### config.mk
export PLATFORM = sky130hd
export DESIGN_NAME = radix64_armor_decoder_crc24
export DESIGN_NICKNAME = d
export VERILOG_FILES = /design/src/design/r64arm_pkg.sv /design/src/design/radix64_armor_decoder_crc24.sv /design/src/design/r64arm_front.sv /design/src/design/r64arm_queue.sv /design/src/design/r64arm_back.sv
export SDC_FILE = /design/constraint.sdc
export NUM_CORES = 1
export LEC_CHECK = 0
export BUFFER_PORTS_ARGS = -buffer_cell sky130_fd_sc_hd__buf_2
export CORE_UTILIZATION = 60
export CTS_CLUSTER_SIZE = 40
export DETAILED_ROUTE_END_ITERATION = 6
export GPL_TIMING_DRIVEN = 0
export PLACE_DENSITY_LB_ADDON = 0.12
export SYNTH_ARGS = -nofsm -noshare
export SYNTH_HDL_FRONTEND = slang
export SYNTH_SLANG_ARGS = --single-unit
export TNS_END_PERCENT = 10
### constraint.sdc
create_clock -name clk -period 5.8 [get_ports clk]
set_input_delay 0.29 -clock clk [delete_from_list [all_inputs] [get_ports clk]]
set_output_delay 0.29 -clock clk [all_outputs]
set_load 0.1 [all_outputs]
### src/design/r64arm_pkg.sv
// Shared types, character codes and helper functions for the radix-64 armor decoder.
package r64arm_pkg;

  // Character codes seen in armored text.
  localparam logic [7:0] CH_NUL   = 8'h00;
  localparam logic [7:0] CH_TAB   = 8'h09;
  localparam logic [7:0] CH_LF    = 8'h0A;
  localparam logic [7:0] CH_CR    = 8'h0D;
  localparam logic [7:0] CH_SPACE = 8'h20;
  localparam logic [7:0] CH_PLUS  = 8'h2B;
  localparam logic [7:0] CH_SLASH = 8'h2F;
  localparam logic [7:0] CH_ZERO  = 8'h30;
  localparam logic [7:0] CH_NINE  = 8'h39;
  localparam logic [7:0] CH_EQ    = 8'h3D;
  localparam logic [7:0] CH_UP_A  = 8'h41;
  localparam logic [7:0] CH_UP_Z  = 8'h5A;
  localparam logic [7:0] CH_LO_A  = 8'h61;
  localparam logic [7:0] CH_LO_Z  = 8'h7A;

  // Symbol values of the alphabet sections.
  localparam logic [7:0] SYM_LOWER_BASE = 8'd26;
  localparam logic [7:0] SYM_DIGIT_BASE = 8'd52;
  localparam logic [5:0] SYM_PLUS_VAL   = 6'd62;
  localparam logic [5:0] SYM_SLASH_VAL  = 6'd63;

  // CRC-24 settings.
  localparam logic [23:0] CRC_INIT = 24'hB704CE;
  localparam logic [24:0] CRC_POLY = 25'h1864CFB;

  // Message framing constants.
  localparam logic [2:0]  CHECK_LEN   = 3'd4;
  localparam logic [1:0]  GROUP_LAST  = 2'd3;
  localparam int          GROUP_BYTES = 3;
  localparam logic [23:0] CAP_RESET   = 24'hFFFFFF;
  localparam int          Q_DEPTH     = 2;

  // Result beat kinds.
  localparam logic KIND_DATA   = 1'b0;
  localparam logic KIND_STATUS = 1'b1;

  typedef enum logic [2:0] {
    ST_OK           = 3'd0,
    ST_HIGH_BIT     = 3'd1,
    ST_BAD_SYMBOL   = 3'd2,
    ST_CRC_OVERLONG = 3'd3,
    ST_PARTIAL      = 3'd4,
    ST_CRC_MISSING  = 3'd5,
    ST_CRC_MISMATCH = 3'd6,
    ST_OUTPUT_FULL  = 3'd7
  } status_t;

  typedef enum logic [1:0] {
    OP_NONE,
    OP_GROUP,
    OP_ERROR
  } tok_op_t;

  // One classified character: its 6-bit value, whether it is outside the
  // alphabet, and whether it is the pad character.
  typedef struct packed {
    logic       eq;
    logic       bad;
    logic [5:0] val;
  } gchar_t;

  // Work handed from the front to the back through the queue.
  typedef struct packed {
    tok_op_t         op;
    logic            eot;
    status_t         err_code;
    logic [2:0][7:0] bytes;
    logic [1:0]      nb;
    logic            group_bad;
    logic            partial;
    logic            check_full;
    logic            check_bad;
    logic [23:0]     check_value;
  } tok_t;

  typedef enum logic [1:0] {
    BK_IDLE,
    BK_DATA,
    BK_STATUS
  } back_state_t;

  // Classify one character against the radix-64 alphabet.
  function automatic gchar_t sym_lookup(logic [7:0] c);
    gchar_t s;
    s.eq  = (c == CH_EQ);
    s.bad = 1'b0;
    s.val = '0;
    if (c >= CH_UP_A && c <= CH_UP_Z) begin
      s.val = 6'(c - CH_UP_A);
    end else if (c >= CH_LO_A && c <= CH_LO_Z) begin
      s.val = 6'(c - CH_LO_A + SYM_LOWER_BASE);
    end else if (c >= CH_ZERO && c <= CH_NINE) begin
      s.val = 6'(c - CH_ZERO + SYM_DIGIT_BASE);
    end else if (c == CH_PLUS) begin
      s.val = SYM_PLUS_VAL;
    end else if (c == CH_SLASH) begin
      s.val = SYM_SLASH_VAL;
    end else begin
      s.bad = 1'b1;
    end
    return s;
  endfunction

  // Advance the CRC-24 by one byte, MSB first.
  function automatic logic [23:0] crc_byte(logic [23:0] crc, logic [7:0] b);
    logic [24:0] r;
    r = {1'b0, crc ^ {b, 16'h0000}};
    for (int i = 0; i < 8; i++) begin
      r = {r[23:0], 1'b0};
      if (r[24]) begin
        r = r ^ CRC_POLY;
      end
    end
    return r[23:0];
  endfunction

endpackage

### src/design/radix64_armor_decoder_crc24.sv
// Top level of the radix-64 armor decoder with CRC-24 check.
//
// Takes one armored text character per input beat and returns a data beat for
// every decoded byte, then one status beat per message that carries the status
// code and the decoded length. The front end takes one character per cycle as
// long as its two-entry token queue has room; blank and framing characters
// cost nothing downstream. The back end takes a token from the queue while idle
// and then sends the output beats for it, taking no new token until they are
// all sent. Long runs of text settle near one character per cycle while the
// output is not stalled, set by the back end's one-beat-per-cycle output
// sequencer and CRC update. The user must write the output capacity register
// through cfg_write and cfg_data only while the block is idle; the block itself
// does not enforce this. The register resets to all ones.
module radix64_armor_decoder_crc24 #(
  parameter int LENGTH_BITS = 24
) (
  input  logic        clk,
  input  logic        rst,
  input  logic        cfg_write,
  input  logic [23:0] cfg_data,
  input  logic        in_valid,
  output logic        in_stall,
  input  logic [7:0]  char_in,
  input  logic        end_of_text,
  output logic        out_valid,
  input  logic        out_stall,
  output logic        kind,
  output logic [7:0]  data_byte,
  output logic [2:0]  status,
  output logic [23:0] decoded_length,
  output logic        last
);
  import r64arm_pkg::*;

  logic q_push;
  tok_t q_tok_in;
  logic q_full;
  logic q_pop;
  tok_t q_tok_out;
  logic q_empty;

  // Character classification and group assembly.
  r64arm_front u_front (
    .clk         (clk),
    .rst         (rst),
    .in_valid    (in_valid),
    .in_stall    (in_stall),
    .char_in     (char_in),
    .end_of_text (end_of_text),
    .q_full      (q_full),
    .push        (q_push),
    .push_tok    (q_tok_in)
  );

  // Token queue between the two halves.
  r64arm_queue u_queue (
    .clk      (clk),
    .rst      (rst),
    .push     (q_push),
    .push_tok (q_tok_in),
    .full     (q_full),
    .pop      (q_pop),
    .pop_tok  (q_tok_out),
    .empty    (q_empty)
  );

  // Byte emission, CRC and message close.
  r64arm_back #(
    .LENGTH_BITS (LENGTH_BITS)
  ) u_back (
    .clk            (clk),
    .rst            (rst),
    .cfg_write      (cfg_write),
    .cfg_data       (cfg_data),
    .q_empty        (q_empty),
    .q_tok          (q_tok_out),
    .q_pop          (q_pop),
    .out_valid      (out_valid),
    .out_stall      (out_stall),
    .kind           (kind),
    .data_byte      (data_byte),
    .status         (status),
    .decoded_length (decoded_length),
    .last           (last)
  );

`ifndef ASSERT_OFF
  // The front never writes a token into a full queue.
  a_no_push_full: assert property (@(posedge clk) disable iff (rst)
    q_push |-> !q_full)
    else $error("token pushed into full queue");

  // The back never takes a token from an empty queue.
  a_no_pop_empty: assert property (@(posedge clk) disable iff (rst)
    q_pop |-> !q_empty)
    else $error("token popped from empty queue");

  // A data beat carries no status, length or last flag.
  a_data_clean: assert property (@(posedge clk) disable iff (rst)
    (out_valid && kind == KIND_DATA) |->
      (status == ST_OK && decoded_length == '0 && !last))
    else $error("data beat with status fields set");

  // Every status beat closes the message.
  a_status_last: assert property (@(posedge clk) disable iff (rst)
    (out_valid && kind == KIND_STATUS) |-> last)
    else $error("status beat without last");
`endif

endmodule

### src/design/r64arm_front.sv
// Front end: accepts characters, tracks line and checksum framing, and builds groups.
module r64arm_front (
  input  logic               clk,
  input  logic               rst,
  input  logic               in_valid,
  output logic               in_stall,
  input  logic [7:0]         char_in,
  input  logic               end_of_text,
  input  logic               q_full,
  output logic               push,
  output r64arm_pkg::tok_t   push_tok
);
  import r64arm_pkg::*;

  logic        line_start, line_start_next;
  logic        in_checksum, in_checksum_next;
  logic        input_stopped, input_stopped_next;
  logic [1:0]  group_count, group_count_next;
  logic [2:0]  check_count, check_count_next;
  logic        check_bad, check_bad_next;
  logic [23:0] check_value, check_value_next;
  gchar_t      group_chars [3];
  logic        group_we;
  gchar_t      sym;
  logic        accept;
  tok_t        tok;
  logic        g_bad;
  logic [1:0]  g_nb;

  assign in_stall = q_full;
  assign accept   = in_valid && !in_stall;
  assign sym      = sym_lookup(char_in);

  // Decode of a complete group: three stored symbols and the current one.
  always_comb begin
    if (group_chars[2].eq) begin
      g_bad = group_chars[0].bad | group_chars[1].bad;
      g_nb  = 2'd1;
    end else if (sym.eq) begin
      g_bad = group_chars[0].bad | group_chars[1].bad | group_chars[2].bad;
      g_nb  = 2'd2;
    end else begin
      g_bad = group_chars[0].bad | group_chars[1].bad | group_chars[2].bad | sym.bad;
      g_nb  = 2'd3;
    end
  end

  // Classify the character and work out the framing state after it.
  always_comb begin
    line_start_next    = line_start;
    in_checksum_next   = in_checksum;
    input_stopped_next = input_stopped;
    group_count_next   = group_count;
    check_count_next   = check_count;
    check_bad_next     = check_bad;
    check_value_next   = check_value;
    group_we           = 1'b0;

    tok           = '0;
    tok.op        = OP_NONE;
    tok.err_code  = ST_OK;
    tok.eot       = end_of_text;
    tok.bytes[0]  = {group_chars[0].val, group_chars[1].val[5:4]};
    tok.bytes[1]  = {group_chars[1].val[3:0], group_chars[2].val[5:2]};
    tok.bytes[2]  = {group_chars[2].val[1:0], sym.val};
    tok.nb        = g_nb;
    tok.group_bad = g_bad;

    if (!input_stopped) begin
      if (char_in[7]) begin
        tok.op       = OP_ERROR;
        tok.err_code = ST_HIGH_BIT;
      end else if (char_in inside {CH_NUL, CH_SPACE, CH_TAB, CH_CR}) begin
        // Blank characters leave no trace.
      end else if (char_in == CH_LF) begin
        line_start_next = 1'b1;
      end else if (in_checksum) begin
        if (line_start) begin
          input_stopped_next = 1'b1;
        end else if (check_count >= CHECK_LEN) begin
          tok.op       = OP_ERROR;
          tok.err_code = ST_CRC_OVERLONG;
        end else begin
          check_value_next = {check_value[17:0], sym.val};
          check_bad_next   = check_bad | sym.bad;
          check_count_next = check_count + 3'd1;
        end
      end else if (line_start && sym.eq) begin
        line_start_next  = 1'b0;
        in_checksum_next = 1'b1;
      end else begin
        line_start_next = 1'b0;
        if (group_count == GROUP_LAST) begin
          tok.op           = OP_GROUP;
          group_count_next = '0;
        end else begin
          group_we         = 1'b1;
          group_count_next = group_count + 2'd1;
        end
      end
    end

    tok.partial     = (group_count_next != '0);
    tok.check_full  = (check_count_next == CHECK_LEN);
    tok.check_bad   = check_bad_next;
    tok.check_value = check_value_next;
  end

  assign push     = accept && (tok.op != OP_NONE || end_of_text);
  assign push_tok = tok;

  // Framing state; the end of a message returns it to the reset values.
  always_ff @(posedge clk) begin
    if (rst) begin
      line_start    <= 1'b1;
      in_checksum   <= 1'b0;
      input_stopped <= 1'b0;
      group_count   <= '0;
      check_count   <= '0;
      check_bad     <= 1'b0;
    end else if (accept) begin
      if (end_of_text) begin
        line_start    <= 1'b1;
        in_checksum   <= 1'b0;
        input_stopped <= 1'b0;
        group_count   <= '0;
        check_count   <= '0;
        check_bad     <= 1'b0;
      end else begin
        line_start    <= line_start_next;
        in_checksum   <= in_checksum_next;
        input_stopped <= input_stopped_next;
        group_count   <= group_count_next;
        check_count   <= check_count_next;
        check_bad     <= check_bad_next;
      end
    end
  end

  // Character stores carry payload only.
  always_ff @(posedge clk) begin
    if (accept) begin
      check_value <= check_value_next;
      if (group_we) begin
        group_chars[group_count] <= sym;
      end
    end
  end

endmodule

### src/design/r64arm_queue.sv
// Short register queue of work tokens between the front and the back.
module r64arm_queue (
  input  logic             clk,
  input  logic             rst,
  input  logic             push,
  input  r64arm_pkg::tok_t push_tok,
  output logic             full,
  input  logic             pop,
  output r64arm_pkg::tok_t pop_tok,
  output logic             empty
);
  import r64arm_pkg::*;

  localparam int QP = (Q_DEPTH > 1) ? $clog2(Q_DEPTH) : 1;

  tok_t          slots [Q_DEPTH];
  logic [QP-1:0] wr_ptr;
  logic [QP-1:0] rd_ptr;
  logic [QP:0]   count;

  assign full    = (count == (QP+1)'(Q_DEPTH));
  assign empty   = (count == '0);
  assign pop_tok = slots[rd_ptr];

  // Pointers and fill count.
  always_ff @(posedge clk) begin
    if (rst) begin
      wr_ptr <= '0;
      rd_ptr <= '0;
      count  <= '0;
    end else begin
      if (push) begin
        wr_ptr <= (wr_ptr == QP'(Q_DEPTH - 1)) ? '0 : wr_ptr + 1'b1;
      end
      if (pop) begin
        rd_ptr <= (rd_ptr == QP'(Q_DEPTH - 1)) ? '0 : rd_ptr + 1'b1;
      end
      if (push && !pop) begin
        count <= count + 1'b1;
      end else if (pop && !push) begin
        count <= count - 1'b1;
      end
    end
  end

  // Token storage.
  always_ff @(posedge clk) begin
    if (push) begin
      slots[wr_ptr] <= push_tok;
    end
  end

endmodule

### src/design/r64arm_back.sv
// Back end: emits decoded bytes, runs the CRC and length count, and closes each message.
module r64arm_back #(
  parameter int LENGTH_BITS = 24
) (
  input  logic             clk,
  input  logic             rst,
  input  logic             cfg_write,
  input  logic [23:0]      cfg_data,
  input  logic             q_empty,
  input  r64arm_pkg::tok_t q_tok,
  output logic             q_pop,
  output logic             out_valid,
  input  logic             out_stall,
  output logic             kind,
  output logic [7:0]       data_byte,
  output logic [2:0]       status,
  output logic [23:0]      decoded_length,
  output logic             last
);
  import r64arm_pkg::*;

  localparam int CW = (LENGTH_BITS > 24) ? LENGTH_BITS : 24;

  back_state_t            state, state_next;
  tok_t                   cur, cur_next;
  status_t                err, err_next;
  logic [1:0]             idx, idx_next;
  logic [23:0]            crc, crc_next;
  logic [LENGTH_BITS-1:0] bytes_out, bytes_next;
  logic                   error_drop, drop_next;
  logic [23:0]            capacity;

  logic [CW-1:0]          cap_ext;
  logic [CW-1:0]          len_mask;
  logic [CW-1:0]          cap;
  logic                   room_ok;
  status_t                end_code;
  logic                   can_emit;
  logic                   emit;
  logic                   e_kind;
  logic [7:0]             e_byte;
  status_t                e_status;

  // Free room for a whole group, with the capacity capped to the length width.
  assign cap_ext  = CW'(capacity);
  assign len_mask = CW'({LENGTH_BITS{1'b1}});
  assign cap      = (cap_ext < len_mask) ? cap_ext : len_mask;
  assign room_ok  = (CW+1)'(cap) >= (CW+1)'(bytes_out) + (CW+1)'(GROUP_BYTES);

  // Checks made when the message ends.
  always_comb begin
    if (cur.partial) begin
      end_code = ST_PARTIAL;
    end else if (!cur.check_full) begin
      end_code = ST_CRC_MISSING;
    end else if (cur.check_bad || cur.check_value != crc) begin
      end_code = ST_CRC_MISMATCH;
    end else begin
      end_code = ST_OK;
    end
  end

  assign can_emit = !out_valid || !out_stall;

  // Sequencer: take a token, then emit one beat per cycle while the output is not stalled.
  always_comb begin
    state_next = state;
    cur_next   = cur;
    err_next   = err;
    idx_next   = idx;
    crc_next   = crc;
    bytes_next = bytes_out;
    drop_next  = error_drop;
    q_pop      = 1'b0;
    emit       = 1'b0;
    e_kind     = KIND_DATA;
    e_byte     = '0;
    e_status   = ST_OK;

    case (state)
      BK_IDLE: begin
        if (!q_empty) begin
          q_pop    = 1'b1;
          cur_next = q_tok;
          err_next = ST_OK;
          idx_next = '0;
          if (error_drop) begin
            if (q_tok.eot) begin
              drop_next  = 1'b0;
              crc_next   = CRC_INIT;
              bytes_next = '0;
            end
          end else begin
            case (q_tok.op)
              OP_GROUP: begin
                if (!room_ok) begin
                  err_next   = ST_OUTPUT_FULL;
                  state_next = BK_STATUS;
                end else if (q_tok.group_bad) begin
                  err_next   = ST_BAD_SYMBOL;
                  state_next = BK_STATUS;
                end else begin
                  state_next = BK_DATA;
                end
              end
              OP_ERROR: begin
                err_next   = q_tok.err_code;
                state_next = BK_STATUS;
              end
              default: begin
                if (q_tok.eot) begin
                  state_next = BK_STATUS;
                end
              end
            endcase
          end
        end
      end
      BK_DATA: begin
        if (can_emit) begin
          emit       = 1'b1;
          e_byte     = cur.bytes[idx];
          crc_next   = crc_byte(crc, cur.bytes[idx]);
          bytes_next = bytes_out + 1'b1;
          idx_next   = idx + 2'd1;
          if (idx == cur.nb - 2'd1) begin
            state_next = cur.eot ? BK_STATUS : BK_IDLE;
          end
        end
      end
      BK_STATUS: begin
        if (can_emit) begin
          emit       = 1'b1;
          e_kind     = KIND_STATUS;
          e_status   = (err != ST_OK) ? err : end_code;
          state_next = BK_IDLE;
          if (cur.eot) begin
            crc_next   = CRC_INIT;
            bytes_next = '0;
          end else begin
            drop_next = 1'b1;
          end
        end
      end
      default: begin
        state_next = BK_IDLE;
      end
    endcase
  end

  // Control state and the configuration register.
  always_ff @(posedge clk) begin
    if (rst) begin
      state      <= BK_IDLE;
      crc        <= CRC_INIT;
      bytes_out  <= '0;
      error_drop <= 1'b0;
      capacity   <= CAP_RESET;
      out_valid  <= 1'b0;
    end else begin
      state      <= state_next;
      crc        <= crc_next;
      bytes_out  <= bytes_next;
      error_drop <= drop_next;
      if (cfg_write) begin
        capacity <= cfg_data;
      end
      if (can_emit) begin
        out_valid <= emit;
      end
    end
  end

  // Working token and the output register.
  always_ff @(posedge clk) begin
    cur <= cur_next;
    err <= err_next;
    idx <= idx_next;
    if (can_emit && emit) begin
      kind           <= e_kind;
      data_byte      <= e_byte;
      status         <= e_status;
      decoded_length <= (e_kind == KIND_STATUS) ? 24'(bytes_out) : '0;
      last           <= e_kind;
    end
  end

endmodule

* Word-level counts from Yosys, hierarchy flattened
Memories as Yosys holds them, arrays and structs flattened. A register that Yosys moved wholly into a read port is not among the register bits.
Cells that the tools add are included.
** Operators by class
- Add/subtract/negate cells :: 15
- Bitwise gates (word level) :: 14
- Reductions and logical operators :: 38
- Mux-type cells :: 170
- Equality and inequality tests :: 31
- $lt $le $gt $ge :: 10
** Operator list (number)
- $mux 24 :: 42
- $pmux 24 s3 :: 2
- $not 13->13 :: 8
- $mux 2 :: 32
- $mux 1 :: 63
- $mux 3 :: 19
- $eq 8x6->1 const B :: 4
- $mux 6 :: 5
- $add 24x2->25 const B :: 1
- $ge 24x25->1 :: 1
- $add 24x1->24 const B :: 1
- $eq 8x4->1 const B :: 3
- $lt 24x24->1 const B :: 1
- $ne 24x24->1 :: 1
- $xor 24x24->24 :: 1
- $bmux 8 s2 :: 1
- $ge 8x7->1 const B :: 2
- $le 8x7->1 const B :: 2
- $ne 2x1->1 const B :: 7
- $ne 2x2->1 const B :: 6
- $sub 6x6->6 const B :: 2
- $reduce_and 5->1 :: 2
- $reduce_bool 2->1 :: 5
- $logic_and 1x1->1 :: 9
- 36 further kinds :: 58
** Storage, ports and cells
- Memory bits (writable) :: 144
- Output and inout port bits :: 39
- Memories :: 2
- Word-level logic and storage cells :: 311
- Register bits :: 208
** Memory list
- u_queue.slots :: depth 2, bits a word 60, read ports 1, clocked after Yosys merged registers in 1, write ports 1, RTL line r64arm_queue.sv:16 : tok_t slots [Q_DEPTH];
- u_front.group_chars :: depth 3, bits a word 8, read ports 3, clocked after Yosys merged registers in 0, write ports 1, RTL line r64arm_front.sv:22 : gchar_t group_chars [3];

* Depth between registers and ports, before layout
Gate-level depths: netlist (run 1).
- Depth in word-level cells :: 35
- Depth in mapped cells :: 16
- Depth with buffers taken out :: 15

* Hierarchy
A second synthesis (run 1) with hierarchy kept.
** Unflattened totals
- Cell total of the unflattened synthesis :: 1238
- Area total of the unflattened synthesis :: 16109.2 sq um
** Modules (own cells, without submodules)
- r64arm_back :: cells each 751, area each 8378.0 sq um, instances 1
- r64arm_queue :: cells each 209, area each 4536.9 sq um, instances 1
- r64arm_front :: cells each 278, area each 3194.3 sq um, instances 1

* Worst setup path after synthesis (run 1)
No wires, ideal clock.
- Path kind :: in2reg
- Start point :: in char_in[2]
- End point :: mem u_queue.slots[0][0] (netlist name), enable pin
- Buffers on the path :: 1
- Slack :: 900 ps
- Library setup time :: 481 ps
- Stages :: 10
- Arrival time :: 4420 ps
- Cell sequence :: clkbuf_1 inv_1 ha_1 o21ai_0 a21o_1 a211oi_1 a211oi_1 and2_1 o31a_1 nor2b_1
** RTL lines
- start: declaration :: RTL line radix64_armor_decoder_crc24.sv:23 : input logic [7:0] char_in,
- end: declaration :: RTL line r64arm_queue.sv:16

* Worst setup path after layout (run 1)
- Start point :: reg u_back.bytes_out[2]
- End point :: reg u_back.err[1], data pin
** On the way
- Longest elaborated chain between the ends :: 4
** RTL lines
- start: declaration :: RTL line r64arm_back.sv:29 : logic [LENGTH_BITS-1:0] bytes_out, bytes_next;
- start signal: assignment :: RTL line r64arm_back.sv:163 : bytes_out <= bytes_next;
- $add 24x2->25 :: RTL line r64arm_back.sv:48 : assign room_ok = (CW+1)'(cap) >= (CW+1)'(bytes_out) + (CW+1)'(GROUP_BYTES);
- $ge 24x25->1 :: RTL line r64arm_back.sv:48
- $mux 3 :: RTL line r64arm_back.sv:96 : if (!room_ok) begin
- $pmux 3 s2 :: RTL line r64arm_back.sv:94 : case (q_tok.op)
- end signal: assignment :: RTL line r64arm_back.sv:177 : err <= err_next;
- end: declaration :: RTL line r64arm_back.sv:26 : status_t err, err_next;
Every way passes these cells.
A chain may end at the register's enable or synchronous reset.

==> results.env, run 1 <==
RESULT_OF_THE_RUN='complete, no violations'
YOSYS.CELL_TYPES.COUNT=64
CTS_TREE='built'
ANTENNA_FOUND_INITIAL=0
VIAS=9739
REG_TO_REG_SLACK_SETUP_NS=1.60
MAX-SLEW-MARGIN-REL_PCT=19.0
CP_DATA_REQUIRED_TIME_NS=6.04
GRT_USAGE_PCT=24.7
POSTSYNTH.TOPFLOPCELL='edfxtp_1'
PORT-BUFFER-COUNT=73
VIAS_PER_CELL=5.62
POST_SYNTH_MAIN_AREA_CONTRIBUTORS='edfxtp_1 49%, dfxtp_1 12%, mux2_2 3.9%'
CRITICAL_PATH.REG2REG.STARTPOINT='u_back.bytes_out[2]'
CTS_SETUP_BUFFERS=0
AREA.GROWTH.SYNTH_TO_FINAL_PCT=13.6
COUNT_LEADER_SYNTH='edfxtp_1'
YOSYSTOPAREACELLSHARE_PCT=49.4
POWER_DENSITY_nW_PER_UM2=537
TIMING.CRITICAL_PATH.TO_TYPE='register'
SYNTH.TOP_CELLS.BY_COUNT='257 x edfxtp_1, 149 x nand2_1, 90 x dfxtp_1'
ROWS=58
SYNTH_EDF_COUNT=257
SYNTH_AREA_PER_CELL_UM2=12.5
SYNTH_WARNINGS=0
WL_PER_INSTANCE_UM=18.5
MAX_FREQ_MHz=238
CTS-BUFFERS-INSERTED=37
POWER_LEAKAGE_nW=6.56
PERIOD_NEEDED_NS=4.20
CORE_REGION_AREA_UM2=25400
FINAL-SETUP-VIOL-COUNT=0
WHS_PATH_DEPTH=3
DRC_ERRORS=0
WORST-ENDPOINT-ARRIVAL_NS=4.43
FINAL_CORE_OCC_PCT=69.9
FINALNETCOUNT=1464
REPORT.FINAL.SLEW_VIOL_COUNT=0
CRITPATHMAXFANOUT=8
FLOORPLAN.DIE.HEIGHT_UM=163
MIN_PERIOD_OVER_PERIOD_PCT=72.3
LAYOUT-DRIVE-GT1-SHARE_PCT=15.5
WHS_ENDPOINT='u_back.cap_ext[12]'
GRT_START_MAX_NET_PINS=59
DIE_AREA_UM2=26700
START_UTIL_PCT=61.5
GRT_PASS1_WL_UM=49900
HOLD_PATH_CLASS='input port to register'
FINALCLOCKSKEW_NS=0.0175
CLOCK_INSERTION_DELAY_WORST_SKEW_NS=0.51
WORST-R2R-CELL-COUNT=14
SYN_NETS=1338
DRT-PASS1-ITER-COUNT=5
ROUTED_WL_UM=32000
FIRST_GLOBAL_VIAS=9265
SETUP_REPAIR_AFTER_GLOBAL_ROUTING_MISSED_ITS_MARGIN='no'
WORST_MIN_PATH_START='cfg_data[12]'
DP_HPWL_UM=22500
PLACE_WS_NS=1.73
SYNTH_ASYNC_SR_FLOP_SHARE_PCT=0
CATEGORY_OF_THE_MOST_CRITICAL_SETUP_PATH='register to register'
POST_SYNTHESIS_INSTANCE_AREA_UM2=15600
DRV_CAP=0
GP_CONGESTION=0.906
CTSLONGESTPATHBUFFERS=3
SETUP.WORST_PATH.START='u_back.bytes_out[2]'
POST_CTS_RESIZE_COUNT=0
DRT_ITER0_DRC=828
PROPORTION_OF_SYNTHESIZED_CHIP_AREA_IN_SEQUENTIAL_CELLS_PCT=60.9
WORST_SETUP_HOLD_PATH_CLK_SLEW_NS=0.06
VDD.IR_DROP.WORST_mV=0.531
YOSYS.AREA.TOP_TYPE='edfxtp_1'
WORSTMARGINPINSLEW_NS=1.20
FLOORPLAN.IO_PINS=77
FLOORPLAN.DIE.WIDTH_UM=163
NUMBER_OF_REGISTER_BITS_INFERRED_BY_SYNTHESIS=347
ANTENNA-DIODE-COUNT=0
ANT_NETS=0
SYN-INSTANCE-COUNT=1253
CTS.SINK_COUNT=347
CLOCK_TREE.HTREE_LEVEL_COUNT=2
R2R-END='u_back.err[1]'
LAYOUT_SETUP_WS_NS=1.60
START_KIND='register'
REPORT.FINAL.HOLD_VIOL_COUNT=0
GRT.OVERFLOW.TOTAL=0
CTS_ROOT_BUF='clkbuf_16'
==> cells in the final DEF (no fill, tap or decap), types with 8 or more instances in the layout <==
cell type	instances
buf_2	76
mux2i_1	37
a22oi_1	12
nand3b_1	8
o211ai_1	12
nand2_1	149
nand3_1	24
ha_1	47
clkinv_1	8
xnor2_1	61
o21ai_0	25
xor2_1	56
nand4_1	14
edfxtp_1	257
and3_1	34
mux2_2	54
inv_1	29
clkbuf_16	37
or3_1	9
nor2b_1	13
clkbuf_1	76
nor3_1	23
dfxtp_1	90
a21o_1	11
nor2_1	79
dlygate4sd3_1	11
a21oi_1	39
a31oi_1	8
nor4_1	8
==> layout make-up <==
class                           instances  area (um^2)
Sequential cell                       347         9520
Fill cell                            1818         7650
Multi-Input combinational cell        796         5690
Clock buffer                           44          972
Timing Repair Buffer                   87          543
Tap cell                              330          413
Buffer                                 78          315
Clock inverter                         19          175
Inverter                               32          120
==> worst max-delay path, cell delays in order (launching register included) <==
cell and delay, ns:
dfxtp_1 0.30, clkbuf_1 0.33, nand2_1 0.24, nor3_1 0.62
and2_0 0.21, clkbuf_1 0.25, nand3_1 0.13, xor2_1 0.18
ha_1 0.30, nand4_1 0.12, nor2_1 0.21, a21boi_0 0.20
o211ai_1 0.19, a221oi_1 0.48, o22ai_1 0.15
==> sequential cells by signal, summed over array words and instances (netlist names), 22 cells and up, named ones only <==
register and flops:
u_front.check_value 24, u_back.cur 54, u_back.decoded_length 24, u_back.crc 24, u_front.group_chars 22, u_queue.slots 116
u_back.bytes_out 24, u_back.cap_ext 24
==> cell families (layout without fill, tap and decap cells) <==
| kind of cell | after synthesis | count (layout) | synth area share (%) |
|---|---|---|---|
| compound gates | 139 | 139 | 5.76 |
| flops | 347 | 347 | 60.9 |
| xor+xnor | 132 | 132 | 8.77 |
| fa+ha+maj | 47 | 47 | 3.76 |
| simple gates | 386 | 386 | 11.7 |
| mux | 92 | 92 | 6.35 |
| buf+inv | 110 | 260 | 2.79 |
==> stage by stage <==
stage / power [mW] / area [um^2] / instances / hold WS [ns] / setup TNS (ns)
6_report: 9.52 / 17800 / 1733 / 0.0155 / 0
3_5_place_dp: 7.27 / 16500 / 1659 / 0.430 / 0
5_1_grt: 9.95 / 17800 / 1733 / 0.0113 / 0
3_3_place_gp: 7.19 / 16400 / 1656 / 0.422 / -60.60
2_1_floorplan: 6.50 / 15600 / 1253 / 0.389 / 0
4_1_cts: 9.54 / 17800 / 1733 / 0.00169 / 0
==> power breakdown <==
part	switching (mW)	total, mW	leakage [nW]	internal, mW
clock	0.921	2.25	0.563	1.33
combinational	2.38	3.75	2.86	1.37
sequential	0.226	3.52	3.14	3.30
total	3.52	9.52	6.56	6.00
==> worst max-delay path by stage <==
stage                                 to  slack [ns]  depth (start not counted)
floorplan            u_queue.slots[0][0]        0.90                         10
global placement    u_queue.slots[0][32]       -1.05                         11
detailed placement         u_back.err[1]        1.73                         14
CTS                        u_back.err[1]        1.68                         14
global route               u_back.err[1]        1.26                         14
finish                     u_back.err[1]        1.60                         14
==> what timing repair did <==
action,CTS,global route
endpoints found under the setup margin,0,0
hold buffers,11,0
endpoints found under the hold margin,11,0
==> per-layer routing <==
metal | part of all wire, % | global-route usage [%]
met1 | 44 | 33.6
met2 | 47 | 39.9
met3 | 5.1 | 3.86
met4 | 3.4 | 9.81
met5 | 0 | 0
No activity file was read; power rests on OpenSTA's default activity.
==> run 2, diff against run 1 <==
- CORE_UTILIZATION: 60 -> 55
- clock period: 5.8 -> 3.55 ns (I/O delays scaled with it)
==> results.env, run 2 (same netlist as run 1, synthesis figures left out) <==
ROUTED_WL_UM=32800  # +2.3%
FINAL-SETUP-VIOL-COUNT=0  # unchanged
MAX_FREQ_MHz=298  # +25%
GRT_USAGE_PCT=23.1  # -1.6 points
ROWS=61  # +5.2%
LAYOUT-DRIVE-GT1-SHARE_PCT=17.2  # +1.8 points
DRT_ITER0_DRC=599  # -28%
GRT_START_MAX_NET_PINS=59  # unchanged
DRC_ERRORS=0  # unchanged
CTS_TREE='built'
TIMING.CRITICAL_PATH.TO_TYPE='register'
VIAS_PER_CELL=5.38  # -4.3%
RESULT_OF_THE_RUN='complete, no violations'
WORST_SETUP_HOLD_PATH_CLK_SLEW_NS=0.06  # about the same
POWER.SHARE.CLOCK_PCT=24.8  # +1.2 points
FIRST_GLOBAL_VIAS=9311  # +0.50%
PORT-BUFFER-COUNT=73  # unchanged
ANT_NETS=0  # unchanged
REGISTER_AREA_UM2=9530  # +0.14%
MULTIINPUTGATEAREA_UM2=5730  # +0.57%
HOLD_PATH_CLASS='input port to register'
REG_TO_REG_SLACK_SETUP_NS=0.19  # -1.41 ns
CLOCK_INSERTION_DELAY_WORST_SKEW_NS=0.52  # about the same
CLOCK_TREE.HTREE_LEVEL_COUNT=2  # unchanged
LEADING_CELL_TYPES_IN_THE_LAYOUT_FILL_AND_TAPS_EXCLUDED='257 x edfxtp_1, 148 x nand2_1, 81 x dfxtp_1, 77 x nor2_1, 76 x buf_2'
START_UTIL_PCT=56.1  # -5.4 points
DRT-PASS1-ITER-COUNT=5  # unchanged
FINAL.FILL_COUNT=2068  # +14%
POWER_LEAKAGE_nW=6.72  # +2.4%
CTSLONGESTPATHBUFFERS=3  # unchanged
MAX_FLOP_REGISTER='u_queue.slots'
DIE_AREA_UM2=29100  # +9.0%
P_TOTAL_mW=15.8  # +66%
MAX-SLEW-MARGIN-REL_PCT=21.7  # +2.7 points
CTS-BUFFERS-INSERTED=38  # +2.7%
LAYOUT_COMMONEST_CELL='edfxtp_1'
WORST-ENDPOINT-ARRIVAL_NS=3.77  # -0.66 ns
REPORT.FINAL.SLEW_VIOL_COUNT=0  # unchanged
FLOORPLAN.IO_PINS=77  # unchanged
LAYOUT_SETUP_WS_NS=0.192  # -1.41 ns
WORSTMARGINPINSLEW_NS=1.17  # -0.0356 ns
AREA.GROWTH.SYNTH_TO_FINAL_PCT=16.0
CORE_REGION_AREA_UM2=27900  # +9.7%
VDD.IR_DROP.WORST_mV=0.596  # +12%
FLOORPLAN.DIE.HEIGHT_UM=171  # +4.4%
PERIOD_NEEDED_NS=3.36  # -0.838 ns
CELL_INTERNAL_PWR_mW=10.0  # +67%
VIAS=9652  # -0.89%
FINALNETCOUNT=1474  # +0.68%
ANTENNA-DIODE-COUNT=0  # unchanged
PLACE_WS_NS=-0.500  # -2.23 ns
CATEGORY_OF_THE_MOST_CRITICAL_SETUP_PATH='register to register'
GRT.OVERFLOW.TOTAL=0  # unchanged
LARGEST_REGISTERS='u_queue.slots: 116 flops, u_back.cur: 54 flops'
START_KIND='register'
NETSWITCHINGPOWER_mW=5.78  # +64%
POWER.SEQUENTIAL.FRACTION_PCT=36.3  # -0.7 points
CRITPATHMAXFANOUT=8  # unchanged
WL_PER_INSTANCE_UM=18.3  # -1.2%
REPORT.FINAL.HOLD_VIOL_COUNT=0  # unchanged
MIN_PERIOD_OVER_PERIOD_PCT=94.6  # +22 points
DRV_CAP=0  # unchanged
FLOORPLAN.DIE.WIDTH_UM=171  # +4.4%
GRT_PASS1_WL_UM=50900  # +2.1%
FINAL_CORE_OCC_PCT=65.1  # -4.8 points
CTS_ROOT_BUF='clkbuf_16'
ANTENNA_FOUND_INITIAL=0  # unchanged
NETSWITCHINGFRACTION_PCT=36.5  # -0.47 points
POWER.COMBINATIONAL.FRACTION_PCT=38.9  # -0.5 points
CTS.SINK_COUNT=347  # unchanged
CP_DATA_REQUIRED_TIME_NS=3.96  # -2.08 ns
FINALCLOCKSKEW_NS=0.0191  # +0.00165 ns
POWER_DENSITY_nW_PER_UM2=873  # +63%
LARGEST_REGISTER_FF_COUNT=116  # unchanged
GP_CONGESTION=0.925  # +2.2%
DP_HPWL_UM=23000  # +2.1%
-- run 2: changes by cell type in the layout (fill, tap and decap cells not counted), moves of 3 or more --
cell | previous run | this run
clkbuf_1 | 76 | 68
inv_6 | 3 | 0
dfxtp_1 | 90 | 81
dlygate4sd3_1 | 11 | 25
clkinv_1 | 8 | 5
dfxtp_2 | 0 | 8
-- run 2: path summary, 6_finish.rpt --
check / from / endpoint / cells after the start
setup reg to reg: u_back.bytes_out[5] / u_back.state[0] / 14
hold / removal: char_in[5] / u_front.line_start / 3
hold reg to reg: u_front.group_chars[2][2] / u_queue.slots[0][38] / 0
setup / recovery: u_back.bytes_out[5] / u_back.state[0] / 14
-- run 2: power by group through the flow --
stage / sequential (mW) / clock (mW) / combinational [mW]
2_1_floorplan: 6.53 / 0 / 4.09
3_3_place_gp: 5.85 / 0 / 5.91
3_5_place_dp: 5.83 / 0 / 6.09
4_1_cts: 5.75 / 3.99 / 6.18
5_1_grt: 5.82 / 4.16 / 6.59
6_report: 5.75 / 3.93 / 6.15
-- run 2: area by class of cell --
cell class                 count  share of cell area [%]
multi-input combinational    796                    31.6
clock buffer                  46                    5.53
timing repair buffer         104                    4.00
buffer                        70                    1.59
sequential                   347                    52.6
inverter                      32                   0.663
tap                          378                    2.61
clock inverter                21                    1.42
-- run 2: metal layers --
layer	vias up	routed length [um]	track usage, %
met2	226	15500	38.1
met5	-	0	0
met1	4640	14800	30.9
met3	53	1370	2.94
met4	0	1160	9.75
li1	4733	-	-
-- run 2: stage by stage --
stage               hold slack (ns)  TNS [ns]  instances  area (um^2)
floorplan                     0.276         0       1253        15600
global placement              0.391   -121.72       1704        16500
detailed placement            0.397     -1.54       1708        16600
CTS                          0.0319         0       1796        18100
global route                 0.0586  -0.00184       1794        18100
finish                       0.0592         0       1794        18100
-- run 2: worst max-delay path, stage by stage (launching register included) --
cell,delay (ns)
dfxtp_2,0.42
nand4_1,0.21
nor3_4,0.32
and2_0,0.16
clkbuf_2,0.16
xnor2_1,0.14
ha_1,0.27
a21o_1,0.18
a21o_1,0.17
a21oi_1,0.13
o21ai_0,0.15
o211ai_1,0.44
a221oi_2,0.12
buf_4,0.17
a31o_2,0.22
-- run 2: what timing repair did --
item | CTS | global route
setup endpoints to repair | 5 | 5
hold buffers | 25 | 0
cloned | 0 | 0
setup buffers | 1 | 1
gates resized for setup | 4 | 18
endpoints found under the hold margin | 26 | 0
pin swaps | 3 | 3
